File: config.mk
export PLATFORM = sky130hd
export DESIGN_NAME = cpo_cell
export DESIGN_NICKNAME = d
export VERILOG_FILES = /design/src/sv/assert_macros.svh /design/src/sv/cpo_pkg.sv /design/src/sv/cpo_cell.sv
export SDC_FILE = /design/constraint.sdc
export NUM_CORES = 1
export LEC_CHECK = 0
export BUFFER_PORTS_ARGS = -buffer_cell sky130_fd_sc_hd__buf_2
export CAP_MARGIN = 10
export CORE_MARGIN = 8
export CORE_UTILIZATION = 35
export CTS_CLUSTER_DIAMETER = 100
export DETAILED_ROUTE_END_ITERATION = 12
export PLACE_DENSITY = 0.64
export SLEW_MARGIN = 25
export SYNTH_ARGS = -nofsm -noshare
export SYNTH_HDL_FRONTEND = slang
export SYNTH_SLANG_ARGS = --single-unit
File: constraint.sdc
create_clock -name clk -period 1.3 [get_ports clk]
set_clock_uncertainty 0.15 [all_clocks]
set_input_delay 0.26 -clock clk [delete_from_list [all_inputs] [get_ports clk]]
set_output_delay 0.26 -clock clk [all_outputs]
set_load 0.1 [all_outputs]
File: src/sv/assert_macros.svh
// Assertion macros used by the top-level RTL file.
`ifndef ASSERT_MACROS_SVH
`define ASSERT_MACROS_SVH
// Implication checked at every clock edge outside reset.
`define CHK_IMPLY(label, clk, rst, ante, cons, msg) \
  label: assert property (@(posedge clk) disable iff (rst) (ante) |-> (cons)) else $error(msg);
// Implication checked in the cycle after the antecedent.
`define CHK_NEXT(label, clk, rst, ante, cons, msg) \
  label: assert property (@(posedge clk) disable iff (rst) (ante) |=> (cons)) else $error(msg);
`endif

File: src/sv/cpo_pkg.sv
// Package with types, constants and the sine table function of the oscillator step core.
`timescale 1ns / 1ps
`default_nettype none
package cpo_pkg;
  localparam int unsigned MAX_OSC_C = 16;
  localparam int unsigned SINE_BITS_C = 8;
  localparam int unsigned SINE_DEPTH_C = 1 << SINE_BITS_C;
  localparam logic [21:0] RAD_TO_TURN = 22'd2670177;

  typedef enum logic [1:0] {
    OP_COUPLING = 2'd0,
    OP_PHASE    = 2'd1,
    OP_STEP     = 2'd2,
    OP_UNUSED   = 2'd3
  } opcode_t;

  typedef enum logic [1:0] {
    CFG_COUNT = 2'd0,
    CFG_DT    = 2'd1,
    CFG_RUN   = 2'd2,
    CFG_LOCK  = 2'd3
  } cfg_index_t;

  typedef enum logic [2:0] {
    ST_IDLE,
    ST_CLEAR,
    ST_DERIV,
    ST_UPDATE,
    ST_COH,
    ST_ROOT,
    ST_DIV,
    ST_EMIT
  } state_t;

  // Control handed from the sequencer to each cell.
  typedef struct packed {
    logic load;     // load phase at load_slot
    logic shift;    // rotate phases along the chain
    logic add;      // add increment to head phase while rotating
  } cell_ctl_t;

  // Sine table entry in Q1.15, built once from a Taylor series over a quadrant.
  function automatic logic signed [16:0] sine_entry(input int unsigned k);
    longint unsigned m, quad, r, x, term, recip;
    logic [127:0] prod;
    longint s;
    longint v;
    m = 4 * longint'(k);
    quad = m >> SINE_BITS_C;
    r = m & 64'(SINE_DEPTH_C - 1);
    if (quad[0]) r = 64'(SINE_DEPTH_C) - r;
    x = (64'd1686629714 * r) >> SINE_BITS_C;
    s = longint'(x);
    term = x;
    for (int n = 1; n <= 7; n++) begin
      term = (term * x) >> 30;
      term = (term * x) >> 30;
      // The term stays below 2^32, so a 2^40 reciprocal gives the exact floor
      // of the division by (2n)(2n+1).
      case (n)
        1: recip = 64'd183251937963;
        2: recip = 64'd54975581389;
        3: recip = 64'd26178848281;
        4: recip = 64'd15270994831;
        5: recip = 64'd9995560253;
        6: recip = 64'd7048151461;
        default: recip = 64'd5235769657;
      endcase
      prod = 128'(term) * 128'(recip);
      term = 64'(prod >> 40);
      if (n % 2 == 1) s = s - longint'(term);
      else s = s + longint'(term);
    end
    if (s < 0) s = 0;
    v = (s + 16384) >>> 15;
    if (quad[1]) v = -v;
    return 17'(v);
  endfunction
endpackage
`default_nettype wire

File: src/sv/cpo_cell.sv
// One cell of the phase chain: holds one phase and passes it to its neighbor.
`timescale 1ns / 1ps
`default_nettype none
module cpo_cell
  import cpo_pkg::*;
(
  input  wire logic        clk,
  input  wire logic        rst,
  input  wire cell_ctl_t   ctl,
  input  wire logic        sel,
  input  wire logic [15:0] load_value,
  input  wire logic [15:0] prev_phase,
  output logic [15:0]      phase
);
  always_ff @(posedge clk) begin
    if (rst) begin
      phase <= '0;
    end else if (ctl.load && sel) begin
      phase <= load_value;
    end else if (ctl.shift) begin
      phase <= prev_phase;
    end
  end
endmodule
`default_nettype wire

==> run_results.csv, run 1 <==
group,metric,value,unit
setup_path,r2r_start,"phase[15]",
clock_tree,post_cts_resize_count,0,
timing,slew_headroom,73.1,%
floorplanning,placementRows,18,
floorplanning,initial_utilization,35.7,%
setup_path,crit_slowest_cell,"dfxtp_2",
cells_and_area,drive_gt1_share,68.6,%
cells_and_area,stdcell_count,151,
clock_tree,clock_latency,0.27,ns
timing,tightestPinTransition,0.401,ns
setup_path,crit_chain,"buf_12",
cells_and_area,post-route-util,58.5,%
global_routing,grt_overflow,0,
global_routing,grt_pass1_wl,3.53,mm
status,status,"finished clean",
cells_and_area,syn_to_final_growth,64.0,%
clock_tree,tritoncts,"yes",
clock_tree,cts_buffers,3,
min_path,min_path_cells,3,
pwr,pwr_density_cell,1050,mW/mm2
floorplanning,die_h,65.3,um
synthesis,yosysTopAreaCell,"dfxtp_1",
clock_tree,h-tree-depth,1,
clock_tree,path_clk_slew,0.08,ns
cells_and_area,largest_register,"phase",
routing,drc,0,
clock_tree,numClockSinks,16,
timing,grt_setup_unrepaired,"no",
routing,vias_per_cell,5.03,
setup_path,endpoint_kind,"output port",
global_routing,grt_max_degree,18,
min_path,min_path_type,"primary input to flop",
timing,fmax,818,MHz
synthesis,postSynthNetCount,110,
setup_path,r2r-end,"phase[15]",
pwr,peakVddDrop,0.000697,V
routing,avgRoutedWirePerCell,14.6,um
global_routing,antenna_found_initial,0,
clock_tree,hold_buffers,0,
routing,ant_nets,0,
routing,wl,2.21,mm
min_path,worstHoldStart,"prev_phase[12]",
setup_path,critical_path_buf_inv_count,1,
min_path,hold_end,"phase[12]",
setup_path,cp.arrival,0.81,ns
placed_design,dpl.cell_count,148,
placed_design,place_congestion,0.661,
setup_path,startpoint_type,"flop",
synthesis,synth.area.top_cells,"dfxtp_1 (38%), mux2i_1 (19%), and3b_1 (16%)",
setup_path,critical_path_class,"flop to output port",
floorplanning,fp.dieArea,0.00427,mm2
routing,drt-pass1-iter-count,2,
clock_tree,root_buffer,"clkbuf_4",
timing,hold_viol_final,0,
floorplanning,io_pins,54,
setup_path,worst_path_largest_cell_delay,0.36,ns
setup_path,critPathMaxFanout,2,
clock_tree,cts_setup_buffers,0,
timing,final_max_slew_viol_count,0,
global_routing,grt_pass1_vias,807,
cells_and_area,fillers,227,
synthesis,ys_seq_elements,16,
cells_and_area,largest_register_ffs,16,
floorplanning,core_area,0.00239,mm2
setup_path,crit_family,"flip-flops",
synthesis,synthCells,72,
routing,via_count,759,
synthesis,syn-cell-area,852,um2
timing,whs,0.174,ns
clock_tree,clockBufferDepth,2,
setup_path,rr_worst_depth,2,
synthesis,synth_warnings,0,
cells_and_area,nets,161,
floorplanning,die_width,65.3,um
synthesis,seq_area_frac_synth,37.6,%
timing,period_share,94.0,%
setup_path,reg2reg_slack,0.40,ns
global_routing,grtUsageTotal,10.3,%
pwr,p_leak,0.680,nW
timing,finalSetupViolations,0,
cells_and_area,antennaDiodeCount,0,
synthesis,synth_top_area_share,37.6,%
synthesis,synth.avg_cell_area,11.8,um2
placed_design,portBuffers,52,
placed_design,dp_hpwl,1.77,mm
timing,fin_crit,1.22,ns
setup_path,required,0.89,ns
job,max-cap-violations,0,
routing,drtIter0Drc,3,
cells_and_area,reg.largest.list,"phase: 16 flops",
synthesis,synth_cell_types,12,
[where the power goes]
part / internal, mW / switching [mW] / total, mW
Combinational: 0.256 / 0.390 / 0.646
Clock: 0.107 / 0.136 / 0.243
Sequential: 0.539 / 0.0410 / 0.580
Total: 0.902 / 0.567 / 1.47
[per-layer routing]
layer | up-vias | share of wire [%] | track usage (%)
met5 | - | 0 | 0
met4 | 0 | 1.2 | 5.72
met3 | 2 | 5.4 | 2.72
met2 | 22 | 56 | 19.1
met1 | 358 | 38 | 10.2
li1 | 377 | - | -
[synth_stat cells]
cell       n
mux2i_1   16
a211oi_2  10
and3b_1   16
a211oi_1   6
buf_4      1
buf_6      1
buf_12     1
dfxtp_1   16
buf_1      1
clkbuf_1   2
buf_2      1
nand2_2    1
[worst max path at each step]
stage | start | end | cells after the start
after CTS | phase[5] | phase[5] | 1
after detailed placement | ctl[2] | phase[1] | 3
after floorplan | phase[10] | phase[10] | 2
final | phase[10] | phase[10] | 1
after global placement | sel | phase[0] | 3
after global routing | phase[7] | phase[7] | 1
[cells in the final DEF (no fill, tap or decap)]
cell / netlist / routed
mux2i_1: 16 / 16
nand2_2: 1 / 1
dfxtp_2: 0 / 16
and3b_1: 16 / 16
buf_2: 1 / 36
a211oi_2: 10 / 10
a211oi_1: 6 / 6
buf_12: 1 / 17
clkbuf_4: 0 / 3
[final cells by class]
cell class / count / area (um2) / share of cell area (%)
repair buffers: 53 / 520 / 37.2
multi-input cells: 49 / 477 / 34.1
flip-flops and latches: 16 / 340 / 24.4
well taps: 30 / 37.5 / 2.69
clock buffers: 3 / 22.5 / 1.61
[cells by family (layout without fill, tap and decap cells)]
| kind of cell | Yosys count | after routing | synth area share, % |
|---|---|---|---|
| and+or+nand+nor | 17 | 17 | 17.2 |
| AOI/OAI and AO/OA | 16 | 16 | 20.0 |
| muxes | 16 | 16 | 18.8 |
| DFF | 16 | 16 | 37.6 |
| buffers and inverters | 7 | 56 | 6.46 |
[through the flow]
stage / TNS [ns] / cell area [um2] / total power [mW] / setup WS, ns
finish: 0 / 1400 / 1.47 / 0.0776
global route: 0 / 1400 / 1.53 / 0.0357
CTS: 0 / 1400 / 1.49 / 0.0677
detailed placement: -0.304 / 1380 / 1.25 / -0.0648
global placement: -0.0726 / 1380 / 1.24 / -0.0174
floorplan: 0 / 872 / 0.992 / 0.0609
Power figures use the tool's default switching activity.
==> inputs of run 2 (changes only) <==
--- a/config.mk
+++ b/config.mk
@@ -5,13 +5,14 @@
 export SDC_FILE = /design/constraint.sdc
 export NUM_CORES = 1
 export LEC_CHECK = 0
-export BUFFER_PORTS_ARGS = -buffer_cell sky130_fd_sc_hd__buf_2
+export BUFFER_PORTS_ARGS = -buffer_cell sky130_fd_sc_hd__buf_4
 export CAP_MARGIN = 10
 export CORE_MARGIN = 8
 export CORE_UTILIZATION = 35
 export CTS_CLUSTER_DIAMETER = 100
 export DETAILED_ROUTE_END_ITERATION = 12
-export PLACE_DENSITY = 0.64
+export PLACE_DENSITY = 0.68
+export SETUP_SLACK_MARGIN = 0.05
 export SLEW_MARGIN = 25
 export SYNTH_ARGS = -nofsm -noshare
 export SYNTH_HDL_FRONTEND = slang
==> run 2 against run 1 <==
Register-to-register slack got worse by 0.10 ns. Utilization increased by 3.9 points. Critical path depth unchanged. Critical path type unchanged. Highest routed layer unchanged. Routed wire length increased by 6.2%.
==> run_results.csv, run 2 (same netlist as run 1, synthesis figures left out) <==
group,metric,value,unit
status,status,"finished clean",
placed_design,dpl.cell_count,147,
setup_path,endpoint_kind,"output port",
global_routing,grt_overflow,0,
clock_tree,cts_buffers,3,
clock_tree,hold_buffers,0,
placed_design,place_congestion,0.711,
pwr,pwr_density_cell,1060,mW/mm2
routing,via_count,730,
timing,fin_crit,1.24,ns
routing,drt-pass1-iter-count,4,
routing,wl,2.35,mm
global_routing,grt_pass1_vias,768,
setup_path,critPathMaxFanout,2,
timing,slew_headroom,72.4,%
floorplanning,die_width,65.3,um
placed_design,dp_hpwl,1.73,mm
timing,finalSetupTns,0,ns
placed_design,portBuffers,52,
setup_path,worst_path_largest_cell_delay,0.37,ns
routing,ant_nets,0,
timing,fmax,810,MHz
cells_and_area,post-route-util,62.5,%
cells_and_area,reg.largest.list,"phase: 16 flops",
cells_and_area,layout_commonest_cell,"buf_4",
timing,setup_ws,0.0650,ns
setup_path,crit_chain,"buf_12",
setup_path,startpoint_type,"flop",
cells_and_area,antennaDiodeCount,0,
timing,period_share,95.0,%
cells_and_area,drive_gt1_share,68.9,%
cells_and_area,fin_area,0.00149,mm2
clock_tree,root_buffer,"clkbuf_4",
clock_tree,h-tree-depth,1,
timing,hold_viol_final,0,
timing,finalSetupViolations,0,
routing,vias_per_cell,4.80,
clock_tree,numClockSinks,16,
pwr,finalPower,1.58,mW
floorplanning,initial_utilization,35.7,%
placed_design,dpl_worst_slack,0.00436,ns
cells_and_area,largest_register,"phase",
clock_tree,path_clk_slew,0.10,ns
cells_and_area,largest_register_ffs,16,
clock_tree,tritoncts,"yes",
clock_tree,clockBufferDepth,2,
floorplanning,io_pins,54,
setup_path,critical_path_class,"flop to output port",
cells_and_area,nets,161,
floorplanning,core_area,0.00239,mm2
setup_path,cp.arrival,0.83,ns
floorplanning,die_h,65.3,um
floorplanning,placementRows,18,
global_routing,grt_max_degree,18,
cells_and_area,multi_input_area,477,um2
floorplanning,fp.dieArea,0.00427,mm2
job,max-cap-violations,0,
cells_and_area,layout_common_cells,"buf_4 (37), mux2i_1 (16), and3b_1 (16), buf_12 (16), dfxtp_2 (15)",
setup_path,critical_path_buf_inv_count,1,
cells_and_area,syn_to_final_growth,75.0,%
cells_and_area,seqCellArea,343,um2
timing,whs,0.141,ns
global_routing,antenna_found_initial,0,
cells_and_area,stdcell_count,152,
min_path,min_path_type,"primary input to flop",
setup_path,crit_slowest_cell,"dfxtp_2",
routing,drtIter0Drc,13,
setup_path,required,0.89,ns
cells_and_area,fillers,204,
timing,final_max_slew_viol_count,0,
pwr,p_leak,0.715,nW
placed_design,placed_cell_area,0.00124,mm2
timing,tightestPinTransition,0.412,ns
routing,avgRoutedWirePerCell,15.4,um
routing,drc,0,
global_routing,grt_pass1_wl,3.77,mm
setup_path,crit_family,"flip-flops",
clock_tree,clock_latency,0.28,ns
timing,grt_setup_unrepaired,"yes",
global_routing,grtUsageTotal,11.1,%
pwr,peakVddDrop,0.000615,V
## run 2: changes by cell type in the layout (fill, tap and decap cells not counted), sizes merged
cell | before | now
clkbuf | 3 | 4
## run 2: layer usage
metal	up-vias	global-route usage (%)	routed length [um]
met1	340	11.1	867
met2	15	20.7	1340
met5	-	0	0
li1	373	-	-
met3	2	3.23	108
met4	0	4.90	29
## run 2: final timing paths
| path | startpoint | endpoint | slack [ns] | cells past startpoint |
|---|---|---|---|---|
| max | phase[0] | phase[0] | 0.06 | 1 |
| min | rst | phase[10] | 0.14 | 2 |
| max reg2reg | phase[9] | phase[9] | 0.30 | 3 |
| min reg2reg | phase[0] | phase[0] | 0.43 | 2 |
## run 2: area by class of cell
cell class | instances | area share, %
Sequential cell | 16 | 23.0
Tap cell | 30 | 2.52
Clock buffer | 4 | 2.43
Timing Repair Buffer | 53 | 40.1
Multi-Input combinational cell | 49 | 32.0
## run 2: where the power goes
group	internal, mW	leakage [nW]	switching, mW	total (mW)
clock	0.170	0.0210	0.160	0.330
combinational	0.283	0.556	0.394	0.677
sequential	0.538	0.138	0.0396	0.578
## run 2: repair_timing
action	in CTS	in global routing
buffers inserted	0	1
gates resized for setup	48	1
endpoints found under the setup margin	16	16
==> inputs of run 3 (changes only) <==
--- a/config.mk
+++ b/config.mk
@@ -8,12 +8,12 @@
 export BUFFER_PORTS_ARGS = -buffer_cell sky130_fd_sc_hd__buf_4
 export CAP_MARGIN = 10
 export CORE_MARGIN = 8
-export CORE_UTILIZATION = 35
+export CORE_UTILIZATION = 40
 export CTS_CLUSTER_DIAMETER = 100
 export DETAILED_ROUTE_END_ITERATION = 12
-export PLACE_DENSITY = 0.68
+export PLACE_DENSITY = 0.76
 export SETUP_SLACK_MARGIN = 0.05
-export SLEW_MARGIN = 25
+export SLEW_MARGIN = 20
 export SYNTH_ARGS = -nofsm -noshare
 export SYNTH_HDL_FRONTEND = slang
 export SYNTH_SLANG_ARGS = --single-unit
==> run 3 against run 2 <==
Worst setup slack gained 0.0044 ns. Flip-flop and latch count unchanged. Via count grew 0.68%. Clock power is 21% lower. Worst hold slack improved by 0.0032 ns. Power shrank 4.5%.
==> run_results.csv, run 3 (same netlist as run 1, synthesis figures left out) <==
group,metric,value,unit
status,status,"finished clean",
timing,period_share,94.7,%
setup_path,startpoint_type,"flop",
timing,fin_crit,1.23,ns
clock_tree,cts_setup_buffers,0,
clock_tree,numClockSinks,16,
clock_tree,cts_buffers,3,
setup_path,crit_end,"phase[15]",
timing,slew_headroom,71.9,%
timing,hold_viol_final,0,
floorplanning,initial_utilization,43.0,%
job,max-cap-violations,0,
global_routing,grt_pass1_vias,826,
pwr,sw_frac_of_total,38.8,%
timing,final_max_slew_viol_count,0,
pwr,p_comb_share,44.5,%
routing,drt-pass1-iter-count,4,
setup_path,cp.arrival,0.82,ns
global_routing,grt_pass1_wl,3.97,mm
setup_path,crit_family,"flip-flops",
floorplanning,io_pins,54,
setup_path,critical_path_class,"flop to output port",
routing,via_count,735,
setup_path,critPathMaxFanout,2,
routing,vias_per_cell,5.00,
routing,drc,0,
floorplanning,core_area,0.00198,mm2
floorplanning,die_width,62.2,um
placed_design,dp_hpwl,1.77,mm
pwr,power.share.sequential,38.3,%
routing,wl_met2,1.29,mm
placed_design,dpl.cell_count,144,
placed_design,place_congestion,0.656,
pwr,peakVddDrop,0.000771,V
global_routing,antenna_found_initial,0,
routing,avgRoutedWirePerCell,16.7,um
min_path,min_path_type,"primary input to flop",
setup_path,critical_path_buf_inv_count,1,
routing,wl,2.46,mm
clock_tree,path_clk_slew,0.09,ns
cells_and_area,largest_register_ffs,16,
global_routing,grt_overflow,0,
clock_tree,clock_latency,0.27,ns
cells_and_area,largest_register,"phase",
setup_path,required,0.89,ns
setup_path,r2r_start,"phase[7]",
setup_path,worst_path_largest_cell_delay,0.37,ns
placed_design,portBuffers,52,
timing,fmax,813,MHz
floorplanning,fp.dieArea,0.00386,mm2
global_routing,grt_max_degree,18,
pwr,clkPwrFrac,17.2,%
floorplanning,die_h,62.2,um
pwr,finalPower,1.51,mW
cells_and_area,layout_common_cells,"buf_4 (36), mux2i_1 (16), and3b_1 (16), buf_12 (16), dfxtp_2 (16)",
setup_path,rr_worst_depth,2,
setup_path,reg2reg_slack,0.39,ns
clock_tree,root_buffer,"clkbuf_4",
cells_and_area,drive_gt1_share,68.3,%
routing,drt-met1-wl,969,um
timing,tightestPinTransition,0.421,ns
cells_and_area,stdcell_count,147,
setup_path,r2r-end,"phase[7]",
cells_and_area,multi_input_area,477,um2
pwr,power_switching,0.588,mW
min_path,worstHoldStart,"rst",
cells_and_area,nets,160,
timing,finalSetupTns,0,ns
setup_path,crit_slowest_cell,"dfxtp_2",
setup_path,cp_num_cells,1,
pwr,p_leak,0.702,nW
clock_tree,tritoncts,"yes",
cells_and_area,post-route-util,73.9,%
cells_and_area,seqCellArea,340,um2
setup_path,crit_start,"phase[15]",
pwr,pwr_density_cell,1030,mW/mm2
floorplanning,placementRows,16,
cells_and_area,layout_commonest_cell,"buf_4",
clock_tree,clockBufferDepth,2,
setup_path,crit_chain,"buf_12",
cells_and_area,fillers,131,
cells_and_area,reg.largest.list,"phase: 16 flops",
cells_and_area,syn_to_final_growth,71.8,%
routing,route.met3.wl,190,um
routing,ant_nets,0,
setup_path,endpoint_kind,"output port",
routing,top_layer_used,"met4",
routing,drtIter0Drc,7,
cells_and_area,antennaDiodeCount,0,
global_routing,grtUsageTotal,12.1,%
timing,grt_setup_unrepaired,"yes",
timing,finalSetupViolations,0,
pwr,intPower,0.927,mW
clock_tree,h-tree-depth,1,
==> run 3: cell count changes in the layout (fill, tap and decap cells not counted), sizes merged <==
cell / before / now
buf: 53 / 52
clkbuf: 4 / 3
==> run 3: final cells by class <==
type                    instances  share of cell area [%]
multi-input cells              49                    32.6
well taps                      27                    2.31
clock buffers                   3                    1.54
flip-flops and latches         16                    23.2
repair buffers                 52                    40.3
==> run 3: worst min-delay path by stage <==
stage	endpoint	cells after the start	slack [ns]
6_report	phase[11]	2	0.14
5_1_grt	phase[10]	2	0.14
4_1_cts	phase[4]	2	0.15
3_5_place_dp	phase[0]	2	0.39
3_3_place_gp	phase[12]	2	0.38
2_1_floorplan	phase[0]	2	0.31
==> run 3: power by group through the flow <==
| stage | Combinational (mW) | Sequential [mW] | Clock, mW |
|---|---|---|---|
| 4_1_cts | 0.623 | 0.569 | 0.257 |
| 5_1_grt | 0.698 | 0.585 | 0.298 |
| 2_1_floorplan | 0.134 | 0.857 | 0 |
| 6_report | 0.674 | 0.580 | 0.260 |
| 3_5_place_dp | 0.579 | 0.568 | 0 |
| 3_3_place_gp | 0.572 | 0.567 | 0 |
==> run 3: per-stage QoR <==
| stage | hold WS, ns | setup slack (ns) | cell area, um2 |
|---|---|---|---|
| after floorplan | 0.310 | 0.0609 | 872 |
| after global placement | 0.382 | 0.0569 | 1240 |
| after detailed placement | 0.393 | 0.0184 | 1240 |
| after CTS | 0.147 | 0.0392 | 1360 |
| after global routing | 0.137 | 0.0226 | 1460 |
| final | 0.144 | 0.0694 | 1460 |
==> run 3: layer usage <==
layer,GRT usage [%],vias up
met5,0,-
met4,3.50,0
met3,5.02,2
met2,19.8,29
met1,14.1,334
li1,-,370
==> run 3: worst reg2reg max path: stages, from the launching register on <==
cell and delay [ns]:
dfxtp_2 0.36, mux2i_1 0.09, a211oi_2 0.23
==> run 3: repair_timing <==
item / 4_1_cts / 5_1_grt
resized for setup: 26 / 22
setup endpoints to repair: 16 / 16
hold buffers: 0 / 0
pin swaps: 0 / 0
